### src/sv/chnp_pkg.sv
// shared types, constants and hash helpers for the node picker
// no dependencies
package chnp_pkg;

  localparam logic [63:0] FnvBasis = 64'hcbf29ce484222325;
  localparam int unsigned TabDepth = 64;
  localparam int unsigned PrefixLen = 9;
  localparam int unsigned BcdDigits = 20;

  typedef enum logic [1:0] {
    REG_NODE_COUNT = 2'd0,
    REG_THIS_NODE  = 2'd1,
    REG_DEAD_MASK  = 2'd2,
    REG_SPARE      = 2'd3
  } reg_idx_t;

  typedef enum logic [1:0] {
    F_IDLE, F_CONV, F_DIGIT, F_PUSH
  } front_state_t;

  typedef enum logic [1:0] {
    B_IDLE, B_SCAN, B_DONE
  } back_state_t;

  typedef struct packed {
    logic [63:0] wh;
    logic [63:0] excl;
  } work_entry_t;

  typedef struct packed {
    logic [5:0] owner;
    logic       is_local;
    logic       no_live;
  } result_t;

  typedef logic [63:0] hash_tab_t [TabDepth];

  // xor then multiply by the fnv prime, 2^40 + 0x1b3, as shifts and adds
  function automatic logic [63:0] fnv_mix(input logic [63:0] h, input logic [7:0] b);
    logic [63:0] x;
    x = h ^ {56'd0, b};
    return (x << 40) + (x << 8) + (x << 7) + (x << 5) + (x << 4) + (x << 1) + x;
  endfunction

  function automatic logic [7:0] prefix_byte(input logic [3:0] idx);
    logic [7:0] c;
    case (idx)
      4'd0: c = "r";
      4'd1: c = "e";
      4'd2: c = "a";
      4'd3: c = "c";
      4'd4: c = "t";
      4'd5: c = "i";
      4'd6: c = "o";
      4'd7: c = "n";
      4'd8: c = ":";
      default: c = 8'd0;
    endcase
    return c;
  endfunction

  // ring positions of "node:<i>", worked out at elaboration
  function automatic hash_tab_t build_node_hashes();
    hash_tab_t t;
    logic [63:0] h;
    for (int i = 0; i < TabDepth; i++) begin
      h = FnvBasis;
      h = fnv_mix(h, "n");
      h = fnv_mix(h, "o");
      h = fnv_mix(h, "d");
      h = fnv_mix(h, "e");
      h = fnv_mix(h, ":");
      if (i >= 10) h = fnv_mix(h, 8'(8'h30 + i / 10));
      h = fnv_mix(h, 8'(8'h30 + i % 10));
      t[i] = h;
    end
    return t;
  endfunction

  localparam hash_tab_t NodeHash = build_node_hashes();

  // one double dabble step: adjust digits, shift in the next binary bit
  function automatic logic [4*BcdDigits-1:0] dabble(input logic [4*BcdDigits-1:0] bcd,
                                                   input logic bit_in);
    logic [4*BcdDigits-1:0] a;
    for (int k = 0; k < BcdDigits; k++) begin
      a[4*k +: 4] = (bcd[4*k +: 4] >= 4'd5) ? bcd[4*k +: 4] + 4'd3 : bcd[4*k +: 4];
    end
    return {a[4*BcdDigits-2:0], bit_in};
  endfunction

endpackage

### src/sv/chnp_fifo.sv
// two-entry queue of opaque beats between pipeline parts
// no dependencies
module chnp_fifo #(
  parameter int Width = 8
) (
  input  logic             clk,
  input  logic             rst_n,
  input  logic             wr_en,
  output logic             full,
  input  logic [Width-1:0] wdata,
  input  logic             rd_en,
  output logic             empty,
  output logic [Width-1:0] rdata
);

  logic [Width-1:0] mem_r [2];
  logic             wptr_r, rptr_r;
  logic [1:0]       cnt_r;

  assign full  = (cnt_r == 2'd2);
  assign empty = (cnt_r == 2'd0);
  assign rdata = mem_r[rptr_r];

  always_ff @(posedge clk) begin
    if (!rst_n) begin
      wptr_r <= 1'b0;
      rptr_r <= 1'b0;
      cnt_r  <= 2'd0;
    end else begin
      if (wr_en && !full) wptr_r <= ~wptr_r;
      if (rd_en && !empty) rptr_r <= ~rptr_r;
      case ({wr_en && !full, rd_en && !empty})
        2'b10:   cnt_r <= cnt_r + 2'd1;
        2'b01:   cnt_r <= cnt_r - 2'd1;
        default: cnt_r <= cnt_r;
      endcase
    end
  end

  always_ff @(posedge clk) begin
    if (wr_en && !full) mem_r[wptr_r] <= wdata;
  end

endmodule

### src/sv/chnp_front.sv
// front part: takes work ids, forms the decimal label and hashes it
// depends on chnp_pkg
module chnp_front import chnp_pkg::*; (
  input  logic        clk,
  input  logic        rst_n,
  input  logic        push,
  output logic        full,
  input  logic [63:0] work_id,
  input  logic        use_exclusions,
  input  logic        extra_dead_valid,
  input  logic [5:0]  extra_dead_node,
  input  logic [63:0] dead_mask,
  output logic        q_push,
  input  logic        q_full,
  output work_entry_t q_data
);

  front_state_t state_r, state_nxt;
  logic [63:0]  bin_r;
  logic [79:0]  bcd_r;
  logic [63:0]  h_r;
  logic [63:0]  excl_r;
  logic [5:0]   cnt_r;
  logic [4:0]   dig_r;
  logic         started_r;
  logic [3:0]   cur_digit;

  assign cur_digit = bcd_r[{dig_r, 2'b00} +: 4];
  assign full      = (state_r != F_IDLE);
  assign q_push    = (state_r == F_PUSH);
  assign q_data    = '{wh: h_r, excl: excl_r};

  always_ff @(posedge clk) begin
    if (!rst_n) state_r <= F_IDLE;
    else        state_r <= state_nxt;
  end

  always_comb begin
    state_nxt = state_r;
    unique case (state_r)
      F_IDLE:  if (push) state_nxt = F_CONV;
      F_CONV:  if (cnt_r == 6'd63) state_nxt = F_DIGIT;
      F_DIGIT: if (dig_r == 5'd0) state_nxt = F_PUSH;
      F_PUSH:  if (!q_full) state_nxt = F_IDLE;
      default: state_nxt = F_IDLE;
    endcase
  end

  always_ff @(posedge clk) begin
    case (state_r)
      F_IDLE: begin
        bin_r     <= work_id;
        bcd_r     <= '0;
        h_r       <= FnvBasis;
        cnt_r     <= '0;
        dig_r     <= 5'(BcdDigits - 1);
        started_r <= 1'b0;
        excl_r    <= use_exclusions
                   ? (dead_mask | ({63'd0, extra_dead_valid} << extra_dead_node)) : '0;
      end
      F_CONV: begin
        bcd_r <= dabble(bcd_r, bin_r[63]);
        bin_r <= {bin_r[62:0], 1'b0};
        cnt_r <= cnt_r + 6'd1;
        // prefix bytes hash while the conversion runs
        if (cnt_r < 6'(PrefixLen)) h_r <= fnv_mix(h_r, prefix_byte(cnt_r[3:0]));
      end
      F_DIGIT: begin
        // skip leading zeros, but a lone zero still counts
        if (cur_digit != 4'd0 || started_r || dig_r == 5'd0) begin
          h_r       <= fnv_mix(h_r, {4'h3, cur_digit});
          started_r <= 1'b1;
        end
        dig_r <= dig_r - 5'd1;
      end
      default: ;
    endcase
  end

endmodule

### src/sv/chnp_back.sv
// back part: walks the ring for the owner of one work hash
// depends on chnp_pkg
module chnp_back import chnp_pkg::*; (
  input  logic        clk,
  input  logic        rst_n,
  input  logic        q_empty,
  output logic        q_pop,
  input  work_entry_t q_data,
  input  logic [6:0]  ring_count,
  input  logic [5:0]  this_node,
  output logic        r_push,
  input  logic        r_full,
  output result_t     r_data
);

  back_state_t state_r, state_nxt;
  logic [63:0] wh_r, excl_r;
  logic [6:0]  idx_r;
  logic        any_r, up_r;
  logic [63:0] lo_h_r, up_h_r;
  logic [5:0]  lo_i_r, up_i_r;
  logic [63:0] cur_h;
  logic [5:0]  owner;

  assign cur_h  = NodeHash[idx_r[5:0]];
  assign q_pop  = (state_r == B_IDLE) && !q_empty;
  assign r_push = (state_r == B_DONE);
  assign owner  = up_r ? up_i_r : (any_r ? lo_i_r : 6'd0);
  assign r_data = '{owner: owner, is_local: any_r && (owner == this_node), no_live: !any_r};

  always_ff @(posedge clk) begin
    if (!rst_n) state_r <= B_IDLE;
    else        state_r <= state_nxt;
  end

  always_comb begin
    state_nxt = state_r;
    unique case (state_r)
      B_IDLE:  if (!q_empty) state_nxt = B_SCAN;
      B_SCAN:  if (idx_r >= ring_count) state_nxt = B_DONE;
      B_DONE:  if (!r_full) state_nxt = B_IDLE;
      default: state_nxt = B_IDLE;
    endcase
  end

  always_ff @(posedge clk) begin
    case (state_r)
      B_IDLE: begin
        wh_r   <= q_data.wh;
        excl_r <= q_data.excl;
        idx_r  <= '0;
        any_r  <= 1'b0;
        up_r   <= 1'b0;
      end
      B_SCAN: begin
        if (idx_r < ring_count && !excl_r[idx_r[5:0]]) begin
          // strict compares keep the smaller index on equal hashes
          if (!any_r || cur_h < lo_h_r) begin
            lo_h_r <= cur_h;
            lo_i_r <= idx_r[5:0];
            any_r  <= 1'b1;
          end
          if (cur_h >= wh_r && (!up_r || cur_h < up_h_r)) begin
            up_h_r <= cur_h;
            up_i_r <= idx_r[5:0];
            up_r   <= 1'b1;
          end
        end
        if (idx_r < ring_count) idx_r <= idx_r + 7'd1;
      end
      default: ;
    endcase
  end

endmodule

### src/sv/consistent_hash_node_picker_core.sv
// channel  | handshake            | beat
// in       | push / full          | in_work_id, in_use_exclusions, in_extra_dead_*
// out      | empty / pop          | out_owner_node, out_owner_is_local, out_no_live_node
// cfg      | psel/penable/pwrite  | paddr (8-byte regs), pwdata, prdata
//
// the front works on one beat at a time: it takes the beat, runs 64 double dabble
// steps and 20 digit slots (one fnv round per digit past leading zeros), then
// hands it to the queue. the back pops a beat, scans the ring and hands off.
// front and back overlap through a two-entry queue; a 2-entry result queue
// frees the back while out is stalled. reset is synchronous, active low,
// and leaves node_count = 1, this_node = 0, dead_mask = 0.
module consistent_hash_node_picker_core import chnp_pkg::*; #(
  parameter int MAX_NODES = 64
) (
  input  logic        clk,
  input  logic        rst_n,
  input  logic        push,
  output logic        full,
  input  logic [63:0] in_work_id,
  input  logic        in_use_exclusions,
  input  logic        in_extra_dead_valid,
  input  logic [5:0]  in_extra_dead_node,
  output logic        empty,
  input  logic        pop,
  output logic [5:0]  out_owner_node,
  output logic        out_owner_is_local,
  output logic        out_no_live_node,
  input  logic        psel,
  input  logic        penable,
  input  logic        pwrite,
  input  logic [4:0]  paddr,
  input  logic [63:0] pwdata,
  output logic [63:0] prdata,
  output logic        pready
);

  logic [6:0]  node_count_r;
  logic [5:0]  this_node_r;
  logic [63:0] dead_mask_r;
  logic [6:0]  ring_count;
  reg_idx_t    reg_sel;
  logic        q_push, q_full, q_pop, q_empty;
  work_entry_t q_wdata, q_rdata;
  logic        r_push, r_full;
  result_t     r_wdata, r_rdata;

  assign pready  = 1'b1;
  assign reg_sel = reg_idx_t'(paddr[4:3]);

  always_ff @(posedge clk) begin
    if (!rst_n) begin
      node_count_r <= 7'd1;
      this_node_r  <= '0;
      dead_mask_r  <= '0;
    end else if (psel && penable && pwrite && pready) begin
      unique case (reg_sel)
        REG_NODE_COUNT: node_count_r <= pwdata[6:0];
        REG_THIS_NODE:  this_node_r  <= pwdata[5:0];
        REG_DEAD_MASK:  dead_mask_r  <= pwdata;
        default: ;
      endcase
    end
  end

  always_comb begin
    unique case (reg_sel)
      REG_NODE_COUNT: prdata = {57'd0, node_count_r};
      REG_THIS_NODE:  prdata = {58'd0, this_node_r};
      REG_DEAD_MASK:  prdata = dead_mask_r;
      default:        prdata = '0;
    endcase
  end

  assign ring_count = (node_count_r > 7'(MAX_NODES)) ? 7'(MAX_NODES) : node_count_r;

  chnp_front u_front (
    .clk, .rst_n, .push, .full,
    .work_id(in_work_id), .use_exclusions(in_use_exclusions),
    .extra_dead_valid(in_extra_dead_valid), .extra_dead_node(in_extra_dead_node),
    .dead_mask(dead_mask_r),
    .q_push, .q_full, .q_data(q_wdata)
  );

  chnp_fifo #(.Width($bits(work_entry_t))) u_work_q (
    .clk, .rst_n, .wr_en(q_push), .full(q_full), .wdata(q_wdata),
    .rd_en(q_pop), .empty(q_empty), .rdata(q_rdata)
  );

  chnp_back u_back (
    .clk, .rst_n, .q_empty, .q_pop, .q_data(q_rdata),
    .ring_count, .this_node(this_node_r),
    .r_push, .r_full, .r_data(r_wdata)
  );

  chnp_fifo #(.Width($bits(result_t))) u_res_q (
    .clk, .rst_n, .wr_en(r_push), .full(r_full), .wdata(r_wdata),
    .rd_en(pop), .empty(empty), .rdata(r_rdata)
  );

  assign out_owner_node     = r_rdata.owner;
  assign out_owner_is_local = r_rdata.is_local;
  assign out_no_live_node   = r_rdata.no_live;

endmodule

### config.mk
export PLATFORM = sky130hd
export DESIGN_NAME = consistent_hash_node_picker_core
export DESIGN_NICKNAME = d
export VERILOG_FILES = /design/src/sv/chnp_pkg.sv /design/src/sv/chnp_fifo.sv /design/src/sv/chnp_front.sv /design/src/sv/chnp_back.sv /design/src/sv/consistent_hash_node_picker_core.sv
export SDC_FILE = /design/constraint.sdc
export NUM_CORES = 2
export LEC_CHECK = 0
export BUFFER_PORTS_ARGS = -buffer_cell sky130_fd_sc_hd__buf_2
export CAP_MARGIN = 20
export CORE_MARGIN = 4
export CORE_UTILIZATION = 25
export CTS_BUF_LIST = sky130_fd_sc_hd__clkbuf_4 sky130_fd_sc_hd__clkbuf_8
export DETAILED_ROUTE_END_ITERATION = 7
export GPL_ROUTABILITY_DRIVEN = 0
export GPL_TIMING_DRIVEN = 0
export SKIP_CTS_REPAIR_TIMING = 1
export SLEW_MARGIN = 5
export SYNTH_ARGS = -nofsm -noshare
export SYNTH_HDL_FRONTEND = slang
export SYNTH_HIERARCHICAL = 1
export SYNTH_SLANG_ARGS = --single-unit
### constraint.sdc
create_clock -name clk -period 16.2 [get_ports clk]
set_input_delay 0.81 -clock clk [delete_from_list [all_inputs] [get_ports clk]]
set_output_delay 0.81 -clock clk [all_outputs]
set_load 0.05 [all_outputs]
# Yosys cells after proc, flatten, opt, wreduce, memory -nomap -nowiden
# Memories as Yosys holds them, arrays and structs flattened. A register that Yosys moved wholly into a read port is not among the register bits.
# Cells that the tools add are included.
[classes] magnitude_cmp=29 n_reduce_logical=47 add_sub_neg=39 bitwise=8 n_mux=65 n_eq_ne=28 shifts=2
[op_table] cell="64-bit adder" count=12
[op_table] cell="64-bit case mux with 3 select lines" count=2
[op_table] cell="64-bit 2-to-1 mux" count=4
[op_table] cell="80-bit case mux with 2 select lines" count=1
[op_table] cell="64-bit less-than comparator" count=2
[op_table] cell="64-bit case mux with 2 select lines" count=1
[op_table] cell="4-bit by 3-bit >= comparator with 1-bit output, second input constant" count=20
[op_table] cell="4-bit 2-to-1 mux" count=20
[op_table] cell="80-bit by 8-bit indexed part select with 4-bit output" count=1
[op_table] cell="4-bit by 2-bit adder with 4-bit output, second input constant" count=19
[op_table] cell="64-bit >= comparator" count=1
[op_table] cell="64-bit OR" count=1
[op_table] cell="1-bit by 6-bit << shifter with 64-bit output" count=1
[op_table] cell="64-bit by 6-bit XOR with 64-bit output" count=1
[op_table] cell="64-bit by 8-bit XOR with 64-bit output" count=1
[op_table] cell="2-bit by 1-bit inequality test with 1-bit output, second input constant" count=9
[op_table] cell="3-bit AND reduction" count=6
[op_table] cell="2-bit equality test, second input constant" count=8
[op_table] cell="8-bit 2-to-1 mux" count=2
[op_table] cell="2-bit 2-to-1 mux" count=7
[op_table] cell="7-bit 2-to-1 mux" count=2
[op_table] cell="7-bit case mux with 2 select lines" count=1
[op_table] cell="1-bit 2-to-1 mux" count=12
[op_table] cell="6-bit 2-to-1 mux" count=2
[op_table] cell="36 further kinds" count=82
[word_totals] regBits=522 ram_bits=272 mem_count=4 word_cells=247 romBits=4208 in_bits=148 output_inout_bits=75
[mem_list] memory="(no name shown)" words=64 word_bits=64 rd=1 rd_ports_with_merged_regs=0 write_ports=0 line="chnp_back.sv:25" text="assign cur_h = NodeHash[idx_r[5:0]];"
[mem_list] memory="u_work_q.mem_r" words=2 word_bits=128 rd=1 rd_ports_with_merged_regs=1 write_ports=1 line="chnp_fifo.sv:16" text="logic [Width-1:0] mem_r [2];"
[mem_list] memory="(no name shown)" words=16 word_bits=7 rd=1 rd_ports_with_merged_regs=1 write_ports=0 line="chnp_pkg.sv:47" text="case (idx)"
[mem_list] memory="u_res_q.mem_r" words=2 word_bits=8 rd=1 rd_ports_with_merged_regs=1 write_ports=1 line="chnp_fifo.sv:16"

# Depth between registers and ports, before layout
[logic_depth] word_depth=12 mapped_depth=26 mapped_depth_nobuf=24

# Modules after synthesis
# Netlist, hierarchy kept.
[modules_own_cells] mod="chnp_front" n_inst=1 area_each_um2=28088.2 seq_area_each_um2=8708.4 cells_per_inst=2558
[modules_own_cells] mod="chnp_back" n_inst=1 area_each_um2=13056.3 seq_area_each_um2=6616.3 cells_per_inst=1172
[modules_own_cells] mod="chnp_fifo at u_work_q" n_inst=1 area_each_um2=9435.3 seq_area_each_um2=7787.5 cells_per_inst=424
[modules_own_cells] mod="consistent_hash_node_picker_core" n_inst=1 area_each_um2=3638.5 seq_area_each_um2=1541.5 cells_per_inst=420
[modules_own_cells] mod="chnp_fifo at u_res_q" n_inst=1 area_each_um2=802.0 seq_area_each_um2=580.6 cells_per_inst=52

# Least setup slack after synthesis
# Ideal clock, no wire load.
[synth_path] kind="register -> register" start="reg u_back.idx_r[2]" end="reg u_back.up_h_r[0], enable pin" path_buffers=4 period_less_slack_ps=8382 slack_ps=7818 setup_ps=542 path_stages_with_launch=19 t_arrival_ps=7840 path_cell_list="edfxtp_1 > buf_2 > buf_2 > inv_1 > clkbuf_1 > ha_1 > clkbuf_1 > nand2b_1 > nor2_1 > o311a_1 > a21oi_1 > ha_1 > a211oi_1 > o21ai_0 > a2111oi_0 > o211ai_1 > a211oi_1 > a21oi_1 > nor4_1"
[synth_via] elab_chain_cells=8 word_cells_on_any_way=14 classes_between="order compare (3); mux (4); bitwise (1); reduce/logical (5); memory (1)"
[synth_lines] item="start, declared" line="chnp_back.sv:18" text="logic [6:0] idx_r;"
[synth_lines] item="start signal, assigned" line="chnp_back.sv:69" text="if (idx_r < ring_count) idx_r <= idx_r + 7'd1;"
[synth_lines] item="6-bit inverter with 7-bit output (implied by the code) *" line="chnp_back.sv:25"
[synth_lines] item="memory read 64 x 64 bit *"
[synth_lines] item="64-bit 2-to-1 mux (implied by the code) * (2 in series)" line="chnp_back.sv:25"
[synth_lines] item="net u_back.cur_h[41]" line="chnp_back.sv:22" text="logic [63:0] cur_h;"
[synth_lines] item="64-bit less-than comparator" line="chnp_back.sv:63" text="if (cur_h >= wh_r && (!up_r || cur_h < up_h_r)) begin"
[synth_lines] item="1-bit logical OR" line="chnp_back.sv:63"
[synth_lines] item="1-bit logical AND *" line="chnp_back.sv:63"
[synth_lines] item="3-bit AND reduction (no line) *"
[synth_lines] item="end signal, assigned" line="chnp_back.sv:64" text="up_h_r <= cur_h;"
[synth_lines] item="end, declared" line="chnp_back.sv:20" text="logic [63:0] lo_h_r, up_h_r;"
# The timed path passes the listed nets; every way through them passes the cells marked *. The select of a mux whose other input is x is not followed.
# A chain may end at the register's enable or synchronous reset.

# Final worst setup path
[layout_path] start="reg u_back.idx_r[2]" end="reg u_back.up_h_r[47], enable pin"
# Same word-level chain as after synthesis.

==> flow_summary.yaml <==
outcome:
  status: "finished, violations left"
  violations: "antenna rules"
global_routing:
  use_met2: 0.209
  met1_usage: 0.170
  antenna_found_initial: 11
  grt_pass1_vias: 39220
  groute.usage.overall: 0.129
  overflow: 0
  grt_start_max_net_pins: 93
  grt_pass1_wl_um: 233000
  met3_usage: 0.0304
  grt-busiest-layer: "met2"
route:
  wl_per_cell_um: 18.8
  wl_um: 151000
  drt_iter0_drc: 3631
  drcViolationCount: 0
  first_pass_iters: 7
  final_antenna_net_count: 1
  vias: 38469
  vias_per_cell: 4.80
worst_setup_path:
  slowest_stage: "inv_1"
  crit_required_ns: 16.74
  critPathMaxStageDelay_ns: 0.83
  reg2reg_depth: 20
  startpoint_type: "flip-flop"
  worst-setup-path-type: "flip-flop to flip-flop"
  worst_ep_arrival_time_ns: 8.82
  cp_num_buf_inv: 9
  crit_fanout: 17
  cp_common_cell: "buf_4"
  endpoint_kind: "flip-flop"
  cp.depth: 20
  path_cells: "buf_2, buf_2, inv_1, clkbuf_1, ha_1, clkbuf_1, nand2b_1, nand2_1, inv_1, ha_1, a21oi_1, nor2b_1, a2111oi_0, o211ai_1, a211oi_1, a21oi_1, nor4_2, buf_4, buf_4, buf_4"
  cp_top_family: "buffers and inverters"
timing:
  min_period_over_period: 0.511
  worst_pin_slew_ns: 1.18
  hold_viol: 0
  min_period_ns: 8.28
  finalMaxSlewViolations: 0
  fin_tns_setup_ns: 0
  setup_viol: 0
  rsz0062_at_grt: "false"
  finClkSkew_ns: 0.0642
  slew_headroom: 0.209
  fmax_mhz: 121
yosys:
  synth_ff_type: "edfxtp_1"
  syn_inst: 4626
  synth-adder-area-share: 0.192
  yosysTopAreaCell: "edfxtp_1"
  synth-edff-count: 775
  ys_seq_elements: 873
  synth_top_family_by_area: "adder cells"
  syn_area_per_cell_um2: 11.9
  muxShareOfSynthArea: 0.0774
  yosysWarnings: 6
  synth-seq-area-share: 0.459
  synth_top_cells_by_count: "edfxtp_1 (775), ha_1 (359), nand2_1 (356)"
  syn-cell-area_um2: 55000
  synth.most_common_cell: "edfxtp_1"
  synth-compound-area-share: 0.106
  yosysTopAreaCellShare: 0.423
  async_flop_share: 0
  synth_area_leaders: "edfxtp_1 (42%), fa_1 (11%), ha_1 (8.2%)"
  synthXorXnorAreaFrac: 0.0262
  synth-simple-area-share: 0.0985
  synth_nets: 5436
  netlist-cell-type-count: 109
hold_path:
  hp-class: "input port to flip-flop"
  whs_path_depth: 3
floorplan:
  start_util: 0.252
  dieArea_um2: 228000
  die_w_um: 477
  core.rowCount: 171
  core_um2: 218000
  chipHeight_um: 477
  io_pins: 223
clock_network:
  h-tree-depth: 4
  clockBufferDepth: 3
  worstSkewPairLatency_ns: 0.88
  cts_buffers: 153
  clk_pin_slew_worst_paths_ns: 0.07
  cts_tree: "done"
  cts_root_buffer: "clkbuf_8"
  cts.sinks: 873
layout:
  final_cells: 8007
  final_nets: 5835
  drive_above_1_share: 0.168
  num-fill-cells: 22238
  syn_to_final_growth_pct: 15.0
placed_design:
  place_hpwl_um: 114000
  io_buffers: 217
  dp_cells: 7720
run:
  cap_viol_max_count: 0
-- final cells by class --
| type | instances | area [um2] | share of cell area |
|---|---|---|---|
| Buffer | 199 | 997 | 0.0158 |
| Tap cell | 2854 | 3570 | 0.0564 |
| Multi-Input combinational cell | 3211 | 27500 | 0.435 |
| Sequential cell | 873 | 25200 | 0.399 |
| Inverter | 343 | 1300 | 0.0205 |
| Timing Repair Buffer | 244 | 1500 | 0.0237 |
| Clock buffer | 213 | 2610 | 0.0413 |
| Antenna cell | 10 | 25.0 | 0.000395 |
| Clock inverter | 60 | 499 | 0.00789 |
-- sequential cells by signal, summed over array words and instances (netlist names), 35 cells and up, named ones only --
register        cells
u_back/up_h_r      35
u_front/h_r        64
dead_mask_r        64
u_back/wh_r        64
u_work_q/mem_r    256
u_back/lo_h_r      35
u_front/bcd_r      80
u_front/excl_r     64
u_back/excl_r      64
u_front/bin_r      64
-- logic make-up after synthesis --
group,count (synthesis)
xor gates and xnor gates,164
other,1
and+or+nand+nor,1124
AOI/OAI and AO/OA,912
buffers and inverters,542
adders and majority gates,662
muxes,348
DFF,873
-- cell usage in the layout (no fill, tap or decap), drive strengths merged, types with 51 or more instances in the layout --
cell type	n
ha	359
nor2b	84
a21oi	313
clkbuf	321
fa	303
nor2	277
nand3	64
nor3	62
mux2	206
xor2	60
buf	335
nand2b	51
o21ai	180
a21o	73
xnor2	104
and2	76
mux2i	103
inv	353
nand2	357
edfxtp	775
dfxtp	98
-- metal layers --
| layer | wire length (um) | vias up | share of wire |
|---|---|---|---|
| li1 | - | 17555 | - |
| met1 | 64300 | 19011 | 0.43 |
| met2 | 69900 | 1567 | 0.46 |
| met3 | 11800 | 334 | 0.079 |
| met4 | 4860 | 2 | 0.032 |
| met5 | 13 | - | 0.000086 |
-- worst paths after layout --
kind                                          from  slack [ns]                    end
worst max-delay path               u_back/idx_r[2]        7.92      u_back/up_h_r[47]
worst min-delay path                    pwdata[30]        0.19        dead_mask_r[30]
worst max register to register     u_back/idx_r[2]        7.92      u_back/up_h_r[47]
worst min register to register  u_front/excl_r[50]        0.42  u_work_q/mem_r[1][50]
-- worst min-delay path, cell delays in order --
cell	delay, ns
buf_2	0.10
nand2_1	0.05
mux2i_1	0.06
-- stage by stage --
| step | hold WS (ns) | utilization | setup WS, ns | area [um2] |
|---|---|---|---|---|
| 4_1_cts | 0.0880 | 0.290 | 7.93 | 63200 |
| 2_1_floorplan | 0.421 | - | 7.82 | 55000 |
| 3_3_place_gp | 0.423 | 0.274 | 3.22 | 59700 |
| 3_5_place_dp | 0.429 | 0.276 | 8.00 | 60100 |
| 5_1_grt | 0.106 | 0.290 | 7.60 | 63300 |
| 6_report | 0.192 | 0.290 | 7.92 | 63300 |
Power is not shown: default switching activity piles up to over one toggle a cycle in this logic, so the estimate is an artifact.
